File: src/sclt_pkg.sv
// Shared constants and types of the sector cache tag unit.
package sclt_pkg;

  localparam int unsigned WAYS         = 4;
  localparam int unsigned SECTOR_COUNT = 1024;
  localparam int unsigned SECTOR_W     = 10;
  localparam int unsigned STAMP_W      = 32;
  localparam int unsigned WAY_W        = $clog2(WAYS);

  // Every sector code is legal when the sector count fills the field.
  localparam bit SECTOR_FULL = (SECTOR_COUNT >= (2 ** SECTOR_W));

  typedef enum logic {
    ACT_READ  = 1'b0,
    ACT_WRITE = 1'b1
  } action_e;

  typedef struct packed {
    action_e             action;
    logic [SECTOR_W-1:0] sector;
    logic [STAMP_W-1:0]  now;
  } req_t;

  typedef struct packed {
    logic             hit;
    logic [WAY_W-1:0] way;
    logic             fetch;
    logic [WAYS-1:0]  cleared;
  } rsp_t;

endpackage

File: src/sclt_if.sv
// Request and response channel interfaces of the sector cache tag unit.
interface sclt_req_if;
  logic                          valid;
  logic                          ready;
  sclt_pkg::action_e             action;
  logic [sclt_pkg::SECTOR_W-1:0] sector;
  logic [sclt_pkg::STAMP_W-1:0]  now;

  modport source (output valid, output action, output sector, output now, input ready);
  modport sink   (input valid, input action, input sector, input now, output ready);
endinterface

interface sclt_rsp_if;
  logic                       valid;
  logic                       ready;
  logic                       hit;
  logic [sclt_pkg::WAY_W-1:0] way;
  logic                       fetch;
  logic [sclt_pkg::WAYS-1:0]  cleared;

  modport source (output valid, output hit, output way, output fetch, output cleared,
                  input ready);
  modport sink   (input valid, input hit, input way, input fetch, input cleared,
                  output ready);
endinterface

File: src/sector_cache_lru_tags_unit.sv
// Tag, valid and stamp store of a four-way fully associative sector cache with LRU refill.
//
// Each request item is taken into an input register, looked up against all ways and its
// result item written to an output register. A result is presented from the output
// register until the response side takes it. One item is accepted every clock cycle while
// the response side keeps taking results. The tag compare, invalid-way search and oldest
// stamp search between the two registers are combinational, which allows that rate. The way
// state is updated as the result is registered, so the following item already sees it.
// A read hit restamps the way. A read miss fills the lowest invalid way, or else the oldest
// one (lowest way on equal stamps), and raises fetch. A write invalidates every valid way
// holding the sector and reports the mask in cleared.
module sector_cache_lru_tags_unit (
  input  logic            clk_i,
  input  logic            rst_ni,
  sclt_req_if.sink        req_i,
  sclt_rsp_if.source      rsp_o
);

  localparam int unsigned WAYS     = sclt_pkg::WAYS;
  localparam int unsigned WAY_W    = sclt_pkg::WAY_W;
  localparam int unsigned SECTOR_W = sclt_pkg::SECTOR_W;
  localparam int unsigned STAMP_W  = sclt_pkg::STAMP_W;

  logic                in_vld_q;
  sclt_pkg::req_t      in_q;
  logic                out_vld_q;
  sclt_pkg::rsp_t      out_q, out_d;

  logic [WAYS-1:0]     valid_q, valid_d;
  logic [SECTOR_W-1:0] tag_q   [WAYS];
  logic [STAMP_W-1:0]  stamp_q [WAYS];

  logic                advance;
  logic [WAYS-1:0]     match;
  logic [WAY_W-1:0]    hit_way, free_way, old_way, victim;
  logic                any_free;
  logic                in_range;
  logic                wr_tag;
  logic [WAY_W-1:0]    wr_way;

  assign advance     = in_vld_q && (!out_vld_q || rsp_o.ready);
  assign req_i.ready = !in_vld_q || advance;

  assign in_range = sclt_pkg::SECTOR_FULL ||
                    (in_q.sector < sclt_pkg::SECTOR_COUNT[SECTOR_W-1:0]);

  always_comb begin
    hit_way  = '0;
    free_way = '0;
    any_free = 1'b0;
    for (int k = 0; k < WAYS; k++) begin
      match[k] = valid_q[k] && (tag_q[k] == in_q.sector);
    end
    // Walk downwards so the lowest matching or free way wins.
    for (int k = WAYS - 1; k >= 0; k--) begin
      if (match[k]) begin
        hit_way = WAY_W'(k);
      end
      if (!valid_q[k]) begin
        free_way = WAY_W'(k);
        any_free = 1'b1;
      end
    end
    // Strictly smaller stamp replaces, so ties keep the lower way.
    old_way = '0;
    for (int k = 1; k < WAYS; k++) begin
      if (stamp_q[k] < stamp_q[old_way]) begin
        old_way = WAY_W'(k);
      end
    end
    victim = any_free ? free_way : old_way;
  end

  always_comb begin
    out_d   = '0;
    valid_d = valid_q;
    wr_tag  = 1'b0;
    wr_way  = hit_way;
    if (in_range) begin
      unique case (in_q.action)
        sclt_pkg::ACT_WRITE: begin
          out_d.cleared = match;
          valid_d       = valid_q & ~match;
        end
        sclt_pkg::ACT_READ: begin
          if (|match) begin
            out_d.hit = 1'b1;
            out_d.way = hit_way;
          end else begin
            out_d.fetch     = 1'b1;
            out_d.way       = victim;
            wr_tag          = 1'b1;
            wr_way          = victim;
            valid_d[victim] = 1'b1;
          end
        end
        default: ;
      endcase
    end
  end

  always_ff @(posedge clk_i or negedge rst_ni) begin
    if (!rst_ni) begin
      in_vld_q  <= 1'b0;
      out_vld_q <= 1'b0;
      valid_q   <= '0;
    end else begin
      if (req_i.ready) begin
        in_vld_q <= req_i.valid;
      end
      if (advance) begin
        out_vld_q <= 1'b1;
        valid_q   <= valid_d;
      end else if (rsp_o.ready) begin
        out_vld_q <= 1'b0;
      end
    end
  end

  // Payload registers: tags and stamps are only read behind a valid bit.
  always_ff @(posedge clk_i) begin
    if (req_i.ready && req_i.valid) begin
      in_q.action <= req_i.action;
      in_q.sector <= req_i.sector;
      in_q.now    <= req_i.now;
    end
    if (advance) begin
      out_q <= out_d;
      if (in_range && (in_q.action == sclt_pkg::ACT_READ)) begin
        stamp_q[wr_way] <= in_q.now;
        if (wr_tag) begin
          tag_q[wr_way] <= in_q.sector;
        end
      end
    end
  end

  assign rsp_o.valid   = out_vld_q;
  assign rsp_o.hit     = out_q.hit;
  assign rsp_o.way     = out_q.way;
  assign rsp_o.fetch   = out_q.fetch;
  assign rsp_o.cleared = out_q.cleared;

endmodule

File: src/flat_wrapper.sv
// flat-port wrapper written by rule: the top's interface ports become plain ports
module sector_cache_lru_tags_unit_flat 
  (clk_i, rst_ni, req_i_valid, req_i_action, req_i_sector, req_i_now, req_i_ready, rsp_o_valid, rsp_o_hit, rsp_o_way, rsp_o_fetch, rsp_o_cleared, rsp_o_ready);
  sclt_req_if req_i_i ();
  sclt_rsp_if rsp_o_i ();
  input  logic clk_i;
  input  logic rst_ni;
  input wire logic [$bits(req_i_i.valid)-1:0] req_i_valid;
  input wire logic [$bits(req_i_i.action)-1:0] req_i_action;
  input wire logic [$bits(req_i_i.sector)-1:0] req_i_sector;
  input wire logic [$bits(req_i_i.now)-1:0] req_i_now;
  output wire logic [$bits(req_i_i.ready)-1:0] req_i_ready;
  output wire logic [$bits(rsp_o_i.valid)-1:0] rsp_o_valid;
  output wire logic [$bits(rsp_o_i.hit)-1:0] rsp_o_hit;
  output wire logic [$bits(rsp_o_i.way)-1:0] rsp_o_way;
  output wire logic [$bits(rsp_o_i.fetch)-1:0] rsp_o_fetch;
  output wire logic [$bits(rsp_o_i.cleared)-1:0] rsp_o_cleared;
  input wire logic [$bits(rsp_o_i.ready)-1:0] rsp_o_ready;
  assign req_i_i.valid = req_i_valid;
  assign req_i_i.action = req_i_action;
  assign req_i_i.sector = req_i_sector;
  assign req_i_i.now = req_i_now;
  assign req_i_ready = req_i_i.ready;
  assign rsp_o_valid = rsp_o_i.valid;
  assign rsp_o_hit = rsp_o_i.hit;
  assign rsp_o_way = rsp_o_i.way;
  assign rsp_o_fetch = rsp_o_i.fetch;
  assign rsp_o_cleared = rsp_o_i.cleared;
  assign rsp_o_i.ready = rsp_o_ready;
  sector_cache_lru_tags_unit u_core (.clk_i(clk_i), .rst_ni(rst_ni), .req_i(req_i_i), .rsp_o(rsp_o_i));
endmodule
File: config.mk
export PLATFORM = sky130hd
export DESIGN_NAME = sector_cache_lru_tags_unit_flat
export DESIGN_NICKNAME = d
export VERILOG_FILES = /design/src/sclt_pkg.sv /design/src/sclt_if.sv /design/src/sector_cache_lru_tags_unit.sv /design/src/flat_wrapper.sv
export SDC_FILE = /design/constraint.sdc
export NUM_CORES = 1
export LEC_CHECK = 0
export BUFFER_PORTS_ARGS = -buffer_cell sky130_fd_sc_hd__buf_4
export CAP_MARGIN = 20
export CORE_ASPECT_RATIO = 1.4
export CORE_UTILIZATION = 66
export CTS_CLUSTER_DIAMETER = 150
export CTS_CLUSTER_SIZE = 14
export DETAILED_ROUTE_END_ITERATION = 8
export PLACE_DENSITY = 0.94
export SYNTH_ARGS = -nofsm -noshare
export SYNTH_HDL_FRONTEND = slang
export SYNTH_SLANG_ARGS = --single-unit
File: constraint.sdc
create_clock -name clk_i -period 16.8 [get_ports clk_i]
set_input_delay 1.68 -clock clk_i [delete_from_list [all_inputs] [get_ports clk_i]]
set_output_delay 1.68 -clock clk_i [all_outputs]
set_load 0.1 [all_outputs]
==> metrics.cfg, run 1 <==
[outcome]
status = finished clean

[timing]
hold_viol_final = 0
max_freq_mhz = 107.8
tns_ns = 0
drv_slew = 0
clock_skew_ns = 0.03463
rsz0062_at_grt = false
min_period_over_period_pct = 55.24
hold_slack_ns = 0.5124
slew_headroom_pct = 30.61
setup-violations-final = 0
fin_crit_ns = 9.280
tightest_slew_ns = 1.038

[synth]
async_flop_share_pct = 2.667
synthFlopType = edfxtp_1
synth_most_common_cell = edfxtp_1
synthTopCellsByCount = edfxtp_1, ha_1, a21oi_1
yosys-top-cells-area = edfxtp_1, ha_1, xor2_1, a21oi_1, o21ai_2
synth_top_area_share_pct = 61.73
synth-edff-count = 219
avgSynthCellArea_um2 = 13.76
yosysSeqAreaShare_pct = 63.14
synthesis.nets = 914
syn-instance-count = 774
syn-cell-area_um2 = 10650
synth_cell_types = 58
yosys_warnings = 0
yosys.area.top_type = edfxtp_1
ys_ff_latch = 225

[worst_setup_path]
endpoint_kind = flop
crit_type = reg2reg
critPathRequiredTime_ns = 16.97
cpMaxStageDelayCell = buf_4
start_kind = flop
max_stage_delay_ns = 0.60
cp_max_fo = 47
cp.arrival_ns = 9.45

[floorplan]
die_area_um2 = 16660
pin_count = 57
fp.dieH_um = 152.3
coreArea_um2 = 15680
die_w_um = 109.4
rows = 54
start_util_pct = 67.96

[route]
via_count = 6841
route.detailed.drc = 0
dr.pass1.iters = 6
drt_wl_total_um = 22820
ant_nets = 0
wire_per_inst_um = 21.71
drt-vias-per-instance = 6.509
drt-initial-drc-count = 662

[global_routing]
grtUsageTotal_pct = 28.33
overflow = 0
grt_max_degree = 48
antenna_found_initial = 0
grt_pass1_vias = 7343
grt_pass1_wl_um = 35730

[pwr]
vdd_drop_max_v = 0.00009858
p_sw_uw = 479.0
seqPwrFrac_pct = 47.1
power.density_nw_per_um2 = 128.5
p_clk_share_pct = 27.6
p_sw_share_pct = 31.34
p_int_uw = 1049
p_comb_share_pct = 25.4
p_leak_uw = 0.004525

[cts]
clock_sinks = 225
htree_levels = 1
clkLatencyLatePin_ns = 0.51
cts_tree = done
cts_setup_buffers = 0
cts_buffer_depth = 3
clk_transition_reported_paths_ns = 0.07
cts_buffers = 20
holdBufCountCts = 0
cts_resized = 0
root_buffer = clkbuf_16

[finish]
syn_to_final_growth_pct = 11.59
nNetsFinal = 986
fin_cells = 1051
insertedDiodeCount = 0
nFillCells = 903
drive_gt1_share_pct = 16.49
stdcell_area_um2 = 11890

[placement]
placedInstanceArea_um2 = 11290
gp_congestion = 0.8978
dp_hpwl_um = 15070
portBuffers = 56
dp_cells = 1019

[job]
cap_violations = 0

[hold_path]
hold_path_class = reg2reg

[final cells by class]
| class | count | area, um2 | share of cell area, % |
|---|---|---|---|
| well taps | 196 | 245.2 | 2.063 |
| clock buffers | 30 | 559.3 | 4.705 |
| inverters | 44 | 165.2 | 1.389 |
| clock inverters | 1 | 16.27 | 0.1368 |
| multi-input cells | 493 | 3697 | 31.10 |
| repair buffers | 62 | 478.0 | 4.021 |
| flip-flops and latches | 225 | 6726 | 56.58 |
[placed cells by master, fill, tap and decap left out, types with 2 or more instances in the layout]
master,netlist,final
o21bai_1,2,2
o21ai_0,24,24
clkbuf_16,0,21
nor2_1,57,55
and3_1,3,3
dfrtp_1,6,6
nand2_1,58,58
or2_2,2,2
ha_1,93,93
nor4_1,8,8
a211o_1,2,2
clkbuf_1,6,9
nor4_2,2,2
edfxtp_1,219,219
a21oi_1,60,60
nand3_1,8,8
nand4_1,26,26
xor2_1,40,40
a211oi_2,8,7
inv_1,44,44
a32o_1,2,2
a31oi_1,3,3
and2_1,5,4
a21oi_4,1,2
o21ai_2,29,29
buf_4,0,61
a21o_1,7,7
nand2b_1,3,3
o21ai_1,4,4
o211ai_1,2,2
a211oi_1,8,8
o31ai_1,2,2
nor3_1,6,6
a41oi_2,2,2
a2111oi_0,2,2
[kinds of logic after synthesis]
kind of cell	after synthesis	share of synthesized area, %
AOI/OAI and AO/OA	175	11.87
xor gates and xnor gates	40	3.289
adders and majority gates	93	10.92
buffers and inverters	56	2.396
DFF	225	63.14
and+or+nand+nor	185	8.375
[flip-flops by register name, indices dropped and copies added (netlist names)]
signal and cells:
u_core.stamp_q 128, u_core.tag_q 40, u_core.rsp_o.way 2, u_core.rsp_o.hit 1
u_core.in_vld_q 1, u_core.rsp_o.cleared 4, u_core.rsp_o.fetch 1, u_core.valid_q 4
u_core.rsp_o.valid 1, u_core.in_q 43
[layer usage]
metal	vias to the layer above	wire (um)	global-route usage [%]
met2	359	12270	51.09
met1	3279	7707	31.13
met4	0	1480	16.25
met3	128	1364	3.892
li1	3075	-	-
met5	-	0	0
[power groups by stage]
stage,Combinational (uW),Sequential [uW],Clock [uW]
6_report,388,719,421
5_1_grt,425,723,445
4_1_cts,380,718,425
3_5_place_dp,371,728,0
3_3_place_gp,356,725,0
2_1_floorplan,266,734,0
[critical path: cells and delay by family (launching register included)]
kind / cells / cell delay, ns
flip-flops: 1 / 0.41
AND/OR/NAND/NOR: 7 / 1.69
AO/OA/AOI/OAI: 15 / 4.20
buffers and inverters: 3 / 1.49
adder cells (fa/ha/maj): 3 / 1.07
[worst paths after layout]
check                                       from               endpoint  slack [ns]  cells after the start
setup / recovery           u_core.stamp_q[1][30]  u_core.stamp_q[1][31]        7.52                     28
max in group asynchronous                 rst_ni      u_core.valid_q[1]       15.71                      1
hold / removal                    u_core.in_q[6]   u_core.stamp_q[3][6]        0.51                      0
hold reg to reg                   u_core.in_q[6]   u_core.stamp_q[3][6]        0.51                      0
setup reg to reg           u_core.stamp_q[1][30]  u_core.stamp_q[1][31]        7.52                     28
min in group asynchronous                 rst_ni        u_core.in_vld_q        0.97                      1
[per-stage QoR]
stage          setup WS (ns)  power (uW)  util [%]
6_report               7.520        1528     75.84
2_1_floorplan          9.351        1000         -
3_3_place_gp           8.237        1082     72.04
3_5_place_dp           7.945        1099     72.04
4_1_cts                7.768        1523     75.71
5_1_grt                7.011        1593     75.84
No activity file was read; power rests on OpenSTA's default activity.
==> run 2, diff against run 1 <==
ABC_AREA = 1   (was not set)
CORE_UTILIZATION = 55   (was 66)
PLACE_DENSITY = 0.85   (was 0.94)
clock period = 8.2 ns   (was 16.8 ns; I/O delays follow)
==> run 2 against run 1 <==
Net effect: clock-buffer cell count unchanged; core utilization decreased by 13 points; critical path depth increased by 1; register-to-register slack got worse by 6.5 ns; first-iteration DRC count decreased by 27%; hold slack got worse by 0.39 ns; die area increased by 17%; maximum frequency increased by 29%; total power increased by 95%; sequential power increased by 100%; non-clock buffer count unchanged; highest routed layer unchanged.
==> metrics.cfg, run 2 <==
[outcome]
status = finished clean  ; unchanged

[worst_setup_path]
critPathRequiredTime_ns = 8.37  ; was 16.97 ns
endpoint_kind = flop  ; unchanged
critPathBufInv = 2  ; was 3
cp.arrival_ns = 7.39  ; was 9.45 ns
r2r_start = u_core.stamp_q[1][31]  ; was u_core.stamp_q[1][30]
cpMaxStageDelayCell = nor2_2  ; was buf_4
cp_max_fo = 64  ; was 47
path_common_cell = a21oi_1
crit_type = reg2reg  ; unchanged
startpoint = u_core.stamp_q[1][31]  ; was u_core.stamp_q[1][30]
crit_family = compound AO/OA/AOI/OAI gates  ; unchanged
max_stage_delay_ns = 0.54  ; was 0.60 ns
start_kind = flop  ; unchanged

[cts]
clkLatencyLatePin_ns = 0.51  ; about the same
cts_buffers = 20  ; unchanged
clk_transition_reported_paths_ns = 0.07  ; about the same
clock_sinks = 225  ; unchanged
cts_tree = done  ; unchanged
root_buffer = clkbuf_16  ; unchanged
cts_buffer_depth = 3  ; unchanged
cts_setup_buffers = 0  ; unchanged
htree_levels = 1  ; unchanged
cts_resized = 0  ; unchanged
holdBufCountCts = 0  ; unchanged

[synth]
synth_top_area_share_pct = 63.22  ; was 61.73%
syn-instance-count = 844  ; was 774
yosysSeqAreaShare_pct = 64.66  ; was 63.14%
avgSynthCellArea_um2 = 12.33  ; was 13.76 um2
yosys_warnings = 0  ; unchanged
synthFlopType = edfxtp_1  ; unchanged
yosys-top-cells-area = edfxtp_1, ha_1, nand2_1, o21ai_0, inv_1  ; was edfxtp_1, ha_1, xor2_1, a21oi_1, o21ai_2
yosys.area.top_type = edfxtp_1  ; unchanged
ys_ff_latch = 225  ; unchanged
syn-cell-area_um2 = 10400  ; was 10650 um2
synth_most_common_cell = edfxtp_1  ; unchanged
synth_cell_types = 33  ; was 58
synthesis.nets = 984  ; was 914
async_flop_share_pct = 2.667  ; unchanged
synth-edff-count = 219  ; unchanged
synthTopCellsByCount = edfxtp_1, nand2_1, ha_1  ; was edfxtp_1, ha_1, a21oi_1

[finish]
syn_to_final_growth_pct = 12.69  ; was 11.59%
final_cell_mix = edfxtp_1, nand2_1, ha_1  ; was edfxtp_1, ha_1, buf_4
fin_cells = 1168  ; was 1051
largest_reg_flops = 128  ; unchanged
nFillCells = 1323  ; was 903
largest_register = u_core.stamp_q  ; unchanged
insertedDiodeCount = 0  ; unchanged
nNetsFinal = 1055  ; was 986
drive_gt1_share_pct = 12.99  ; was 16.49%
final_common_cell = edfxtp_1  ; unchanged
reg_top3 = u_core.stamp_q x128, u_core.in_q x43, u_core.tag_q x40  ; unchanged

[floorplan]
rows = 59  ; was 54
start_util_pct = 56.14  ; was 67.96%
fp.dieH_um = 164.7  ; was 152.3 um
pin_count = 57  ; unchanged
die_w_um = 118.2  ; was 109.4 um
coreArea_um2 = 18530  ; was 15680 um2
die_area_um2 = 19480  ; was 16660 um2

[global_routing]
grt_pass1_wl_um = 32200  ; was 35730 um
grt_pass1_vias = 6671  ; was 7343
antenna_found_initial = 0  ; unchanged
grt_max_degree = 65  ; was 48
overflow = 0  ; unchanged
grtUsageTotal_pct = 21.51  ; was 28.33%

[placement]
dp_cells = 1136  ; was 1019
dp_hpwl_um = 13980  ; was 15070 um
portBuffers = 56  ; unchanged
gp_congestion = 0.8674  ; was 0.8978
post-place-ws_ns = 1.092  ; was 7.945 ns

[pwr]
p_sw_uw = 899.2  ; was 479.0 uW
seqPwrFrac_pct = 49.0  ; was 47.1%
power.density_nw_per_um2 = 254.7  ; was 128.5 nW/um2
p_sw_share_pct = 30.12  ; was 31.34%
p_int_uw = 2086  ; was 1049 uW
p_leak_uw = 0.004606  ; was 0.004525 uW
p_comb_share_pct = 22.1  ; was 25.4%
vdd_drop_max_v = 0.0001736  ; was 0.00009858 V
p_clk_share_pct = 28.9  ; was 27.6%

[timing]
tightest_slew_ns = 0.9853  ; was 1.038 ns
drv_slew = 0  ; unchanged
fin_crit_ns = 7.216  ; was 9.280 ns
rsz0062_at_grt = false  ; unchanged
clock_skew_ns = 0.01809  ; was 0.03463 ns
setup-violations-final = 0  ; unchanged
slew_headroom_pct = 34.07  ; was 30.61%
hold_viol_final = 0  ; unchanged
min_period_over_period_pct = 88.00  ; was 55.24%
worst_slack_ns = 0.9837  ; was 7.520 ns
max_freq_mhz = 138.6  ; was 107.8 MHz
tns_ns = 0  ; unchanged

[route]
drt-vias-per-instance = 5.540  ; was 6.509
wire_per_inst_um = 17.28  ; was 21.71 um
drt_wl_total_um = 20180  ; was 22820 um
ant_nets = 0  ; unchanged
via_count = 6471  ; was 6841
route.detailed.drc = 0  ; unchanged
dr.pass1.iters = 5  ; was 6
drt-initial-drc-count = 483  ; was 662

[hold_path]
hold_path_class = in2async  ; was reg2reg

[job]
cap_violations = 0  ; unchanged

## run 2: cell count changes in the layout (fill, tap and decap cells not counted), sizes merged, moves of 16 or more
cell   previous run  this run
nand2            58       173
xor2             40         9
inv              44        67
a21oi            62        41
o21ai            57        78
nand3             8        24
## run 2: area by class of cell
class	instances	area (um2)	share of cell area, %
sequential	225	6726	57.38
multi-input combinational	538	3382	28.85
clock buffer	30	559.3	4.771
timing repair buffer	62	478.0	4.077
tap	244	305.3	2.604
inverter	68	255.2	2.177
clock inverter	1	16.27	0.1388
## run 2: logic make-up (layout without fill, tap and decap cells)
| kind of cell | after synthesis | count (layout) | share of synthesized area [%] |
|---|---|---|---|
| adders and majority gates | 93 | 93 | 11.19 |
| AOI/OAI and AO/OA | 135 | 135 | 7.036 |
| xor gates and xnor gates | 23 | 23 | 1.937 |
| and+or+nand+nor | 287 | 287 | 12.26 |
| buffers and inverters | 81 | 161 | 2.923 |
| DFF | 225 | 225 | 64.66 |
## run 2: metal layers
| layer | vias up | wire length [um] | track usage, % |
|---|---|---|---|
| met2 | 162 | 11230 | 42.35 |
| met1 | 3082 | 7294 | 21.99 |
| met5 | - | 0 | 0 |
| met4 | 0 | 852 | 10.90 |
| li1 | 3166 | - | - |
| met3 | 61 | 806 | 3.004 |
## run 2: worst register-to-register path: cells and delay by family (launching register included)
| kind | cells | cell delay [ns] |
|---|---|---|
| flops | 1 | 0.40 |
| fa+ha+maj | 3 | 0.97 |
| compound gates | 14 | 3.09 |
| simple gates | 10 | 1.88 |
| buf+inv | 2 | 0.55 |
## run 2: stage by stage
step	cell area, um2	hold slack (ns)	total power (uW)	utilization (%)
2_1_floorplan	10400	0.4587	1948	-
6_report	11720	0.1206	2985	63.27
3_3_place_gp	11130	0.4873	2106	60.05
4_1_cts	11700	0.1105	3007	63.16
5_1_grt	11720	0.1088	3143	63.27
3_5_place_dp	11130	0.4875	2139	60.05
## run 2: path summary, 6_finish.rpt
check / end / slack (ns) / cells past startpoint
max: u_core.stamp_q[3][2] / 0.98 / 29
max in group asynchronous: u_core.valid_q[3] / 7.96 / 1
min: u_core.valid_q[1] / 0.12 / 1
min in group clk_i: u_core.stamp_q[3][24] / 0.49 / 0
min reg2reg: u_core.stamp_q[3][24] / 0.49 / 0
max reg2reg: u_core.stamp_q[3][2] / 0.98 / 29
## run 2: power groups by stage
stage	clock network (uW)	logic (uW)	registers (uW)
floorplan	0	432	1520
global placement	0	625	1480
detailed placement	0	651	1490
CTS	883	660	1460
global route	924	746	1470
finish	863	659	1460
